File: src/sv/dcm_pkg.sv
package dcm_pkg;

  // Number of driven wheels. Even indices are on the left, odd on the right.
  localparam int WHEELS  = 4;
  localparam int WHEEL_W = (WHEELS > 1) ? $clog2(WHEELS) : 1;
  localparam int LEFT_CNT  = (WHEELS + 1) / 2;
  localparam int RIGHT_CNT = WHEELS / 2;

  // round(pi/30 * 2^32): RPM to rad/s.
  localparam logic [28:0] PI30 = 29'd449767923;
  localparam logic signed [15:0] DUTY_ONE = 16'sd16384;

  localparam logic [1:0] FUNC_FWD  = 2'd0;
  localparam logic [1:0] FUNC_TURN = 2'd1;
  localparam logic [1:0] FUNC_PAIR = 2'd2;
  localparam logic [1:0] FUNC_TICK = 2'd3;

  localparam logic [2:0] REG_GEAR = 3'd0;
  localparam logic [2:0] REG_KT   = 3'd1;
  localparam logic [2:0] REG_VBAT = 3'd2;
  localparam logic [2:0] REG_COND = 3'd3;
  localparam logic [2:0] REG_LIM  = 3'd4;
  localparam logic [2:0] REG_DEAD = 3'd5;

  // Operand register source.
  localparam logic [2:0] XS_KEEP  = 3'd0;
  localparam logic [2:0] XS_PI30  = 3'd1;
  localparam logic [2:0] XS_ACC   = 3'd2;
  localparam logic [2:0] XS_DUTY  = 3'd3;
  localparam logic [2:0] XS_CLAMP = 3'd4;

  // Multiplier second operand.
  localparam logic [2:0] BS_SPEED = 3'd0;
  localparam logic [2:0] BS_GEAR  = 3'd1;
  localparam logic [2:0] BS_KT    = 3'd2;
  localparam logic [2:0] BS_VBAT  = 3'd3;
  localparam logic [2:0] BS_COND  = 3'd4;

  // Accumulator operation.
  localparam logic [1:0] MOP_NOP  = 2'd0;
  localparam logic [1:0] MOP_MULH = 2'd1;
  localparam logic [1:0] MOP_MULL = 2'd2;
  localparam logic [1:0] MOP_SUB  = 2'd3;

  // Sequencer action.
  localparam logic [1:0] SEQ_NEXT  = 2'd0;
  localparam logic [1:0] SEQ_WAIT  = 2'd1;
  localparam logic [1:0] SEQ_STORE = 2'd2;
  localparam logic [1:0] SEQ_DONE  = 2'd3;

  localparam int PC_W = 5;
  localparam logic [PC_W-1:0] PC_LOOP = 5'd1;
  localparam logic [PC_W-1:0] PC_LAST = 5'd17;

  typedef struct packed {
    logic [2:0] xsel;
    logic       tload;
    logic [2:0] bsel;
    logic [1:0] mop;
    logic [4:0] shamt;
  } dp_ctrl_t;

  typedef struct packed {
    dp_ctrl_t   dp;
    logic [1:0] seq;
  } uword_t;

  function automatic uword_t uw(input logic [2:0] xsel, input logic tload,
                                input logic [2:0] bsel, input logic [1:0] mop,
                                input logic [4:0] shamt, input logic [1:0] seq);
    uword_t w;
    w.dp.xsel  = xsel;
    w.dp.tload = tload;
    w.dp.bsel  = bsel;
    w.dp.mop   = mop;
    w.dp.shamt = shamt;
    w.seq      = seq;
    return w;
  endfunction

  // Tick program. Every wide product is taken in two halves of the operand
  // register: MULH on the signed upper half, MULL on the unsigned lower half.
  function automatic uword_t ucode(input logic [PC_W-1:0] pc);
    uword_t w;
    unique case (pc)
      5'd0:  w = uw(XS_KEEP,  1'b0, BS_SPEED, MOP_NOP,  5'd0,  SEQ_WAIT);
      5'd1:  w = uw(XS_PI30,  1'b0, BS_SPEED, MOP_MULH, 5'd0,  SEQ_NEXT);
      5'd2:  w = uw(XS_KEEP,  1'b0, BS_SPEED, MOP_MULL, 5'd0,  SEQ_NEXT);
      5'd3:  w = uw(XS_ACC,   1'b0, BS_GEAR,  MOP_MULH, 5'd0,  SEQ_NEXT);
      5'd4:  w = uw(XS_KEEP,  1'b0, BS_GEAR,  MOP_MULL, 5'd0,  SEQ_NEXT);
      5'd5:  w = uw(XS_ACC,   1'b0, BS_KT,    MOP_MULH, 5'd27, SEQ_NEXT);
      5'd6:  w = uw(XS_KEEP,  1'b0, BS_KT,    MOP_MULL, 5'd0,  SEQ_NEXT);
      5'd7:  w = uw(XS_DUTY,  1'b1, BS_VBAT,  MOP_MULH, 5'd10, SEQ_NEXT);
      5'd8:  w = uw(XS_KEEP,  1'b0, BS_VBAT,  MOP_MULL, 5'd0,  SEQ_NEXT);
      5'd9:  w = uw(XS_KEEP,  1'b0, BS_SPEED, MOP_SUB,  5'd0,  SEQ_NEXT);
      5'd10: w = uw(XS_ACC,   1'b0, BS_COND,  MOP_MULH, 5'd0,  SEQ_NEXT);
      5'd11: w = uw(XS_KEEP,  1'b0, BS_COND,  MOP_MULL, 5'd0,  SEQ_NEXT);
      5'd12: w = uw(XS_ACC,   1'b0, BS_KT,    MOP_MULH, 5'd14, SEQ_NEXT);
      5'd13: w = uw(XS_KEEP,  1'b0, BS_KT,    MOP_MULL, 5'd0,  SEQ_NEXT);
      5'd14: w = uw(XS_CLAMP, 1'b0, BS_GEAR,  MOP_MULH, 5'd20, SEQ_NEXT);
      5'd15: w = uw(XS_KEEP,  1'b0, BS_GEAR,  MOP_MULL, 5'd0,  SEQ_NEXT);
      5'd16: w = uw(XS_KEEP,  1'b0, BS_SPEED, MOP_NOP,  5'd8,  SEQ_STORE);
      default: w = uw(XS_KEEP, 1'b0, BS_SPEED, MOP_NOP, 5'd0, SEQ_DONE);
    endcase
    return w;
  endfunction

endpackage

File: src/sv/dcm_datapath.sv
module dcm_datapath import dcm_pkg::*; (
  input  logic                clk,
  input  dp_ctrl_t            ctrl,
  input  logic signed [15:0]  speed,
  input  logic signed [15:0]  duty,
  input  logic [15:0]         gear_scale,
  input  logic [15:0]         torque_constant,
  input  logic [15:0]         supply_volts,
  input  logic [15:0]         winding_conductance,
  input  logic [15:0]         torque_limit,
  output logic signed [23:0]  wheel_torque
);

  logic signed [63:0] acc;
  logic signed [63:0] acc_next;
  logic signed [47:0] x;
  logic signed [47:0] xin;
  logic signed [47:0] t;
  logic signed [63:0] sh;
  logic signed [63:0] lim_pos;
  logic signed [63:0] lim_neg;
  logic signed [47:0] clamped;
  logic signed [24:0] a_op;
  logic signed [16:0] b_op;
  logic signed [41:0] prod;
  logic signed [63:0] prod_ext;

  // Arithmetic right shift floors, as the fixed-point scaling requires.
  assign sh      = acc >>> ctrl.shamt;
  assign lim_pos = $signed({48'd0, torque_limit});
  assign lim_neg = -lim_pos;

  always_comb begin
    if (sh > lim_pos) begin
      clamped = lim_pos[47:0];
    end else if (sh < lim_neg) begin
      clamped = lim_neg[47:0];
    end else begin
      clamped = sh[47:0];
    end
  end

  always_comb begin
    unique case (ctrl.xsel)
      XS_KEEP:  xin = x;
      XS_PI30:  xin = {19'd0, PI30};
      XS_ACC:   xin = sh[47:0];
      XS_DUTY:  xin = {{32{duty[15]}}, duty};
      XS_CLAMP: xin = clamped;
      default:  xin = x;
    endcase
  end

  always_comb begin
    unique case (ctrl.bsel)
      BS_SPEED: b_op = {speed[15], speed};
      BS_GEAR:  b_op = {1'b0, gear_scale};
      BS_KT:    b_op = {1'b0, torque_constant};
      BS_VBAT:  b_op = {1'b0, supply_volts};
      BS_COND:  b_op = {1'b0, winding_conductance};
      default:  b_op = {1'b0, gear_scale};
    endcase
  end

  assign a_op     = (ctrl.mop == MOP_MULH) ? {xin[47], xin[47:24]} : {1'b0, xin[23:0]};
  assign prod     = a_op * b_op;
  assign prod_ext = {{22{prod[41]}}, prod};

  always_comb begin
    unique case (ctrl.mop)
      MOP_NOP:  acc_next = acc;
      MOP_MULH: acc_next = prod_ext;
      MOP_MULL: acc_next = (acc <<< 24) + prod_ext;
      MOP_SUB:  acc_next = acc - {{16{t[47]}}, t};
      default:  acc_next = acc;
    endcase
  end

  always_ff @(posedge clk) begin
    acc <= acc_next;
    x   <= xin;
    if (ctrl.tload) begin
      t <= sh[47:0];
    end
  end

  always_comb begin
    if (sh > 64'sd8388607) begin
      wheel_torque = 24'sh7FFFFF;
    end else if (sh < -64'sd8388608) begin
      wheel_torque = 24'sh800000;
    end else begin
      wheel_torque = sh[23:0];
    end
  end

endmodule

File: config.mk
export PLATFORM = sky130hd
export DESIGN_NAME = dcm_datapath
export DESIGN_NICKNAME = d
export VERILOG_FILES = /design/src/sv/dcm_pkg.sv /design/src/sv/dcm_datapath.sv
export SDC_FILE = /design/constraint.sdc
export NUM_CORES = 2
export LEC_CHECK = 0
export BUFFER_PORTS_ARGS = -buffer_cell sky130_fd_sc_hd__buf_2
export CAP_MARGIN = 20
export CORE_MARGIN = 1
export CORE_UTILIZATION = 46
export CTS_CLUSTER_DIAMETER = 120
export DETAILED_ROUTE_END_ITERATION = 10
export PLACE_DENSITY = 0.63
export SYNTH_ARGS = -nofsm -noshare
export SYNTH_HDL_FRONTEND = slang
export SYNTH_SLANG_ARGS = --single-unit
File: constraint.sdc
create_clock -name clk -period 34.8 [get_ports clk]
set_input_delay 3.48 -clock clk [delete_from_list [all_inputs] [get_ports clk]]
set_output_delay 3.48 -clock clk [all_outputs]
set_load 0.05 [all_outputs]
# --- After elaboration in Yosys (flattened, before gate mapping) ---
# Cells that the tools add are included.
word_totals:
  regBits: 160
  in_bits: 127
  out_inout_bits: 24
  elab_cells: 32
classes:
  muxes: 8
  shift: 1
  eq_ne: 10
  addsub: 3
  magnitude_cmp: 4
  mul: 1
  reduce_logical: 2
op_table:
  columns: ["op", "count"]
  rows:
  - ["$pmux W48 S4", 1]
  - ["$pmux W64 S3", 1]
  - ["$mux W48", 2]
  - ["$pmux W17 S4", 1]
  - ["$add A64 B42 Y64", 1]
  - ["$gt A64 B17 Y1", 1]
  - ["$gt A64 B24 Y1 const B", 1]
  - ["$lt A64 B24 Y1 const B", 1]
  - ["$lt A64 B64 Y1", 1]
  - ["$neg A16 Y64", 1]
  - ["$sshr A64 B5 Y64", 1]
  - ["$sub A64 B64 Y64", 1]
  - ["$mux W24", 2]
  - ["$mul A25 B17 Y42", 1]
  - ["$mux W25", 1]
  - ["$eq A3 B2 Y1 const B", 4]
  - ["$eq A3 B3 Y1 const B", 2]
  - ["$eq A2 B2 Y1 const B", 2]
  - ["$eq A3 B1 Y1 const B", 1]
  - ["$logic_not A3 Y1", 1]
  - ["$eq A2 B1 Y1 const B", 1]
  - ["$logic_not A2 Y1", 1]

# --- Longest topological paths before layout ---
logic_depth:
  depth_word: 9
  ltp_mapped: 68
  depth_no_buf: 58

# --- Least setup slack after synthesis ---
# No wires, ideal clock.
synth_timing:
  path_kind: "input-to-reg"
  startpoint: "in ctrl[0] (netlist name)"
  endpoint: "reg acc[62] (data pin)"
  setup_time_ns: 0.276
  path_buffers: 9
  required_time_ns: 34.524
  path_slack_ns: 16.538
  arrival_ns: 17.986
  cell_stages: 58
  path_cell_list: "buf_6 > buf_4 > buf_2 > buf_2 > buf_2 > buf_2 > buf_2 > mux4_2 > mux2_2 > o21ai_0 > o21ai_0 > ha_1 > a21o_1 > a221o_1 > a221oi_1 > o31ai_1 > o311ai_0 > a31oi_1 > [22 not listed] > a211oi_1 > o22ai_1 > o31ai_1 > o31ai_1 > xnor2_1 > ha_1 > a21o_1 > o21bai_1 > a21o_1 > a21oi_1 > nor2_1 > a211oi_1 > o211a_1 > nor3_1 > a211oi_1 > a211oi_1 > xnor2_1 > o221ai_1"
synth_via:
  elab_chain_cells: 9
  elab_cells_between_ends: 10
  classes_between: "add/sub (1); mul (1); order compare (2); shift (1); mux (5)"
synth_rtl:
  columns: ["item", "line_no", "source"]
  rows:
  - ["start, declared", "dcm_datapath.sv:3", "input dp_ctrl_t ctrl,"]
  - ["$sshr A64 B5 Y64 *", "dcm_datapath.sv:29", "assign sh = acc >>> ctrl.shamt;"]
  - ["net sh[13]", "dcm_datapath.sv:19", "logic signed [63:0] sh;"]
  - ["$lt A64 B64 Y1", "dcm_datapath.sv:36", "end else if (sh < lim_neg) begin"]
  - ["$mux W48", "dcm_datapath.sv:36", null]
  - ["$mux W48 *", "dcm_datapath.sv:34", "if (sh > lim_pos) begin"]
  - ["$pmux W48 S4 *", "dcm_datapath.sv:44", "unique case (ctrl.xsel)"]
  - ["net xin[6]", "dcm_datapath.sv:17", "logic signed [47:0] xin;"]
  - ["$mux W25 *", "dcm_datapath.sv:65", "assign a_op = (ctrl.mop == MOP_MULH) ? {xin[47], xin[47:24]} : {1'b0, xin[23:0]};"]
  - ["$mul A25 B17 Y42 *", "dcm_datapath.sv:66", "assign prod = a_op * b_op;"]
  - ["$add A64 B42 Y64", "dcm_datapath.sv:73", "MOP_MULL: acc_next = (acc <<< 24) + prod_ext;"]
  - ["$pmux W64 S3 *", "dcm_datapath.sv:70", "unique case (ctrl.mop)"]
  - ["net acc_next[62]", "dcm_datapath.sv:15", "logic signed [63:0] acc_next;"]
  - ["end signal, assigned", "dcm_datapath.sv:80", "acc <= acc_next;"]
  - ["end, declared", "dcm_datapath.sv:14", "logic signed [63:0] acc;"]
# The timed path passes the listed nets; every way through them passes the cells marked *.
# A chain may end at the register's enable or synchronous reset.

# --- Worst setup path after layout ---
layout_timing:
  startpoint: "in ctrl[2] (netlist name)"
  endpoint: "reg acc[61] (data pin)"
layout_via:
  elab_chain_cells: 9
  elab_cells_between_ends: 10
  classes_between: "add/sub (1); mul (1); order compare (2); shift (1); mux (5)"
layout_rtl:
  columns: ["item", "line_no"]
  rows:
  - ["$sshr A64 B5 Y64 *", "dcm_datapath.sv:29"]
  - ["net sh[17]", "dcm_datapath.sv:19"]
  - ["$lt A64 B64 Y1", "dcm_datapath.sv:36"]
  - ["$mux W48", "dcm_datapath.sv:36"]
  - ["$mux W48", "dcm_datapath.sv:34"]
  - ["$pmux W48 S4 *", "dcm_datapath.sv:44"]
  - ["net xin[17]", "dcm_datapath.sv:17"]
  - ["$mux W25 *", "dcm_datapath.sv:65"]
  - ["$mul A25 B17 Y42 *", "dcm_datapath.sv:66"]
  - ["$add A64 B42 Y64", "dcm_datapath.sv:73"]
  - ["$pmux W64 S3 *", "dcm_datapath.sv:70"]
  - ["net acc_next[61]", "dcm_datapath.sv:15"]
# Marks and branches as above.

==> flow_summary.toml <==
[grt]
grt_pass1_wl_um = 188000
use_met3 = 0.0563
track_usage = 0.314
grtUsageMet1 = 0.428
antenna_found_initial = 4
first_global_vias = 30586
grt.overflow.total = 0
grtUsageMet2 = 0.487
grt-busiest-layer = "met2"
grt_start_max_net_pins = 91

[sta]
slew_headroom = 0.182
whs_ns = 0.507
timing.final.crit_share = 0.582
finalSetupTns_ns = 0
max_slew.worst_pin.slew_ns = 1.22
fmax_mhz = 49.4
slew_violations = 0
finalHoldViolCount = 0
fin_skew_ns = 0.0302
finalSetupViolCount = 0
rsz0062_at_grt = "false"
period_minus_slack_ns = 20.24

[floorplan]
start_util = 0.465
die_x_um = 282
dieArea_um2 = 79500
rows = 102
core_um2 = 77500
ios = 151
die_h_um = 282

[clock_tree]
path_clk_slew_ns = 0.07
cts_num_sinks = 160
post_cts_resized = 0
hold_buffers = 0
clock-root-buffer = "clkbuf_16"
cts_max_path_buffers = 2
post_cts_buffers = 0
clkLatencyLatePin_ns = 0.47
htree_levels = 4
cts_tree = "yes"
cts_buffers = 17

[finish]
fin_nets = 5118
layout_common_cells = "inv_1, fa_1, nor2_1, nand2_1, ha_1"
layout-drive-gt1-share = 0.113
fin_util = 0.497
fillers = 7528
final_common_cell = "inv_1"
area_growth_pct = 6.80

[critical_path]
crit_start = "ctrl[2]"
timing_worst_setup_path_type = "in -> reg"
regToRegStartpoint = "acc[25]"
critPathMaxStageDelay_ns = 0.99
cp_data_arrival_time_ns = 20.39
crit_family = "compound AO/OA/AOI/OAI gates"
critPathLaunchType = "input port"
r2r_slack_ns = 18.41
path_max_fanout = 79
cpMaxStageDelayCell = "a311oi_1"
critPathMostFrequentCell = "fa_1"
setup.worst_path.end_class = "flop"
required_ns = 34.95
crit_buf_inv = 7

[detailed_routing]
drtIter0Drc = 3305
routed_via_density = 6.03
drt.antenna.violating_nets = 0
detail_route.wl_per_cell_um = 23.5
wl_um = 126000
vias = 32212
dr.pass1.iters = 7
route.detailed.drc = 0

[logic_synthesis]
yosys_warnings = 0
yosys.area.top_type_share = 0.233
ys_seq_area_frac = 0.120
syn-num-nets = 5074
synthFlopType = "edfxtp_1"
yosys.area.top_type = "fa_1"
synth_area_leaders = "fa_1, ha_1, edfxtp_1, inv_1, nor2_1"
ys_types = 98
synth_edf_count = 112
synth.avg_cell_area_um2 = 8.50
netlist_area_um2 = 36000
syn-instance-count = 4240
synth-async-reset-ratio = 0
ys_seq_elements = 160

[placement]
dp_hpwl_um = 99900
place.gp.congestion = 0.976
io_buffer_count = 150

[flow_run]
cap_violations = 0

[status]
outcome = "finished clean"

[worst_hold_path]
hp-start = "x[5]"
hp-class = "reg -> reg"
[synth_stat cells (52+ instances only)]
cell and instances:
edfxtp_1 112, nor2b_1 52, nor2_1 415, mux2i_1 145, nor3_1 58, mux2_2 61
xnor2_1 96, a21o_1 91, a21oi_1 254, inv_1 612, o21ai_0 220, clkbuf_1 120
nand2_1 392, mux4_2 65, fa_1 419, ha_1 288
[worst paths after layout]
check	endpoint	cells past startpoint
max	acc[61]	53
min reg2reg	x[5]	1
max reg2reg	acc[61]	51
min	x[5]	1
[per-stage QoR]
| step | setup slack [ns] | cells | instance area (µm²) |
|---|---|---|---|
| after detailed placement | 14.62 | 5305 | 37800 |
| after global routing | 13.79 | 5339 | 38500 |
| final | 14.56 | 5342 | 38500 |
| after CTS | 15.10 | 5337 | 38500 |
| after floorplan | 16.54 | 4240 | 36000 |
| after global placement | 14.80 | 5304 | 37800 |
[worst reg2reg max path: cells and delay by family (launching register included)]
kind	cells	cell delay [ns]
AOI/OAI and AO/OA	23	6.85
xor gates and xnor gates	2	0.39
adders and majority gates	9	4.09
buffers and inverters	5	0.49
DFF	1	0.63
muxes	3	1.51
and+or+nand+nor	9	2.15
[cell type report]
type / count / area, µm² / area share
diodes: 5 / 12.5 / 0.000325
clock inverters: 15 / 204 / 0.00530
inverters: 619 / 2320 / 0.0604
multi-input cells: 3268 / 28600 / 0.744
repair buffers: 218 / 1270 / 0.0330
clock buffers: 17 / 425 / 0.0111
flip-flops and latches: 160 / 4320 / 0.112
well taps: 1040 / 1300 / 0.0338
[logic make-up after synthesis]
logic type	Yosys count	synth area share
buffers and inverters	812	0.0877
AND/OR/NAND/NOR	1207	0.152
adder cells (fa/ha/maj)	707	0.333
AO/OA/AOI/OAI	933	0.170
multiplexers	276	0.102
XOR/XNOR	145	0.0352
flip-flops	160	0.120
[flip-flops by register name, summed over array words and instances, names as in the netlist]
name  count
t        48
acc      64
x        48
[per-layer routing]
metal | vias up | routed length (µm) | share of wire
li1 | 14540 | - | -
met1 | 15873 | 51900 | 0.41
met2 | 1515 | 57100 | 0.46
met3 | 282 | 11200 | 0.089
met4 | 2 | 5350 | 0.043
met5 | - | 9 | 0.000072
Power is not shown: default switching activity piles up to over one toggle a cycle in this logic, so the estimate is an artifact.
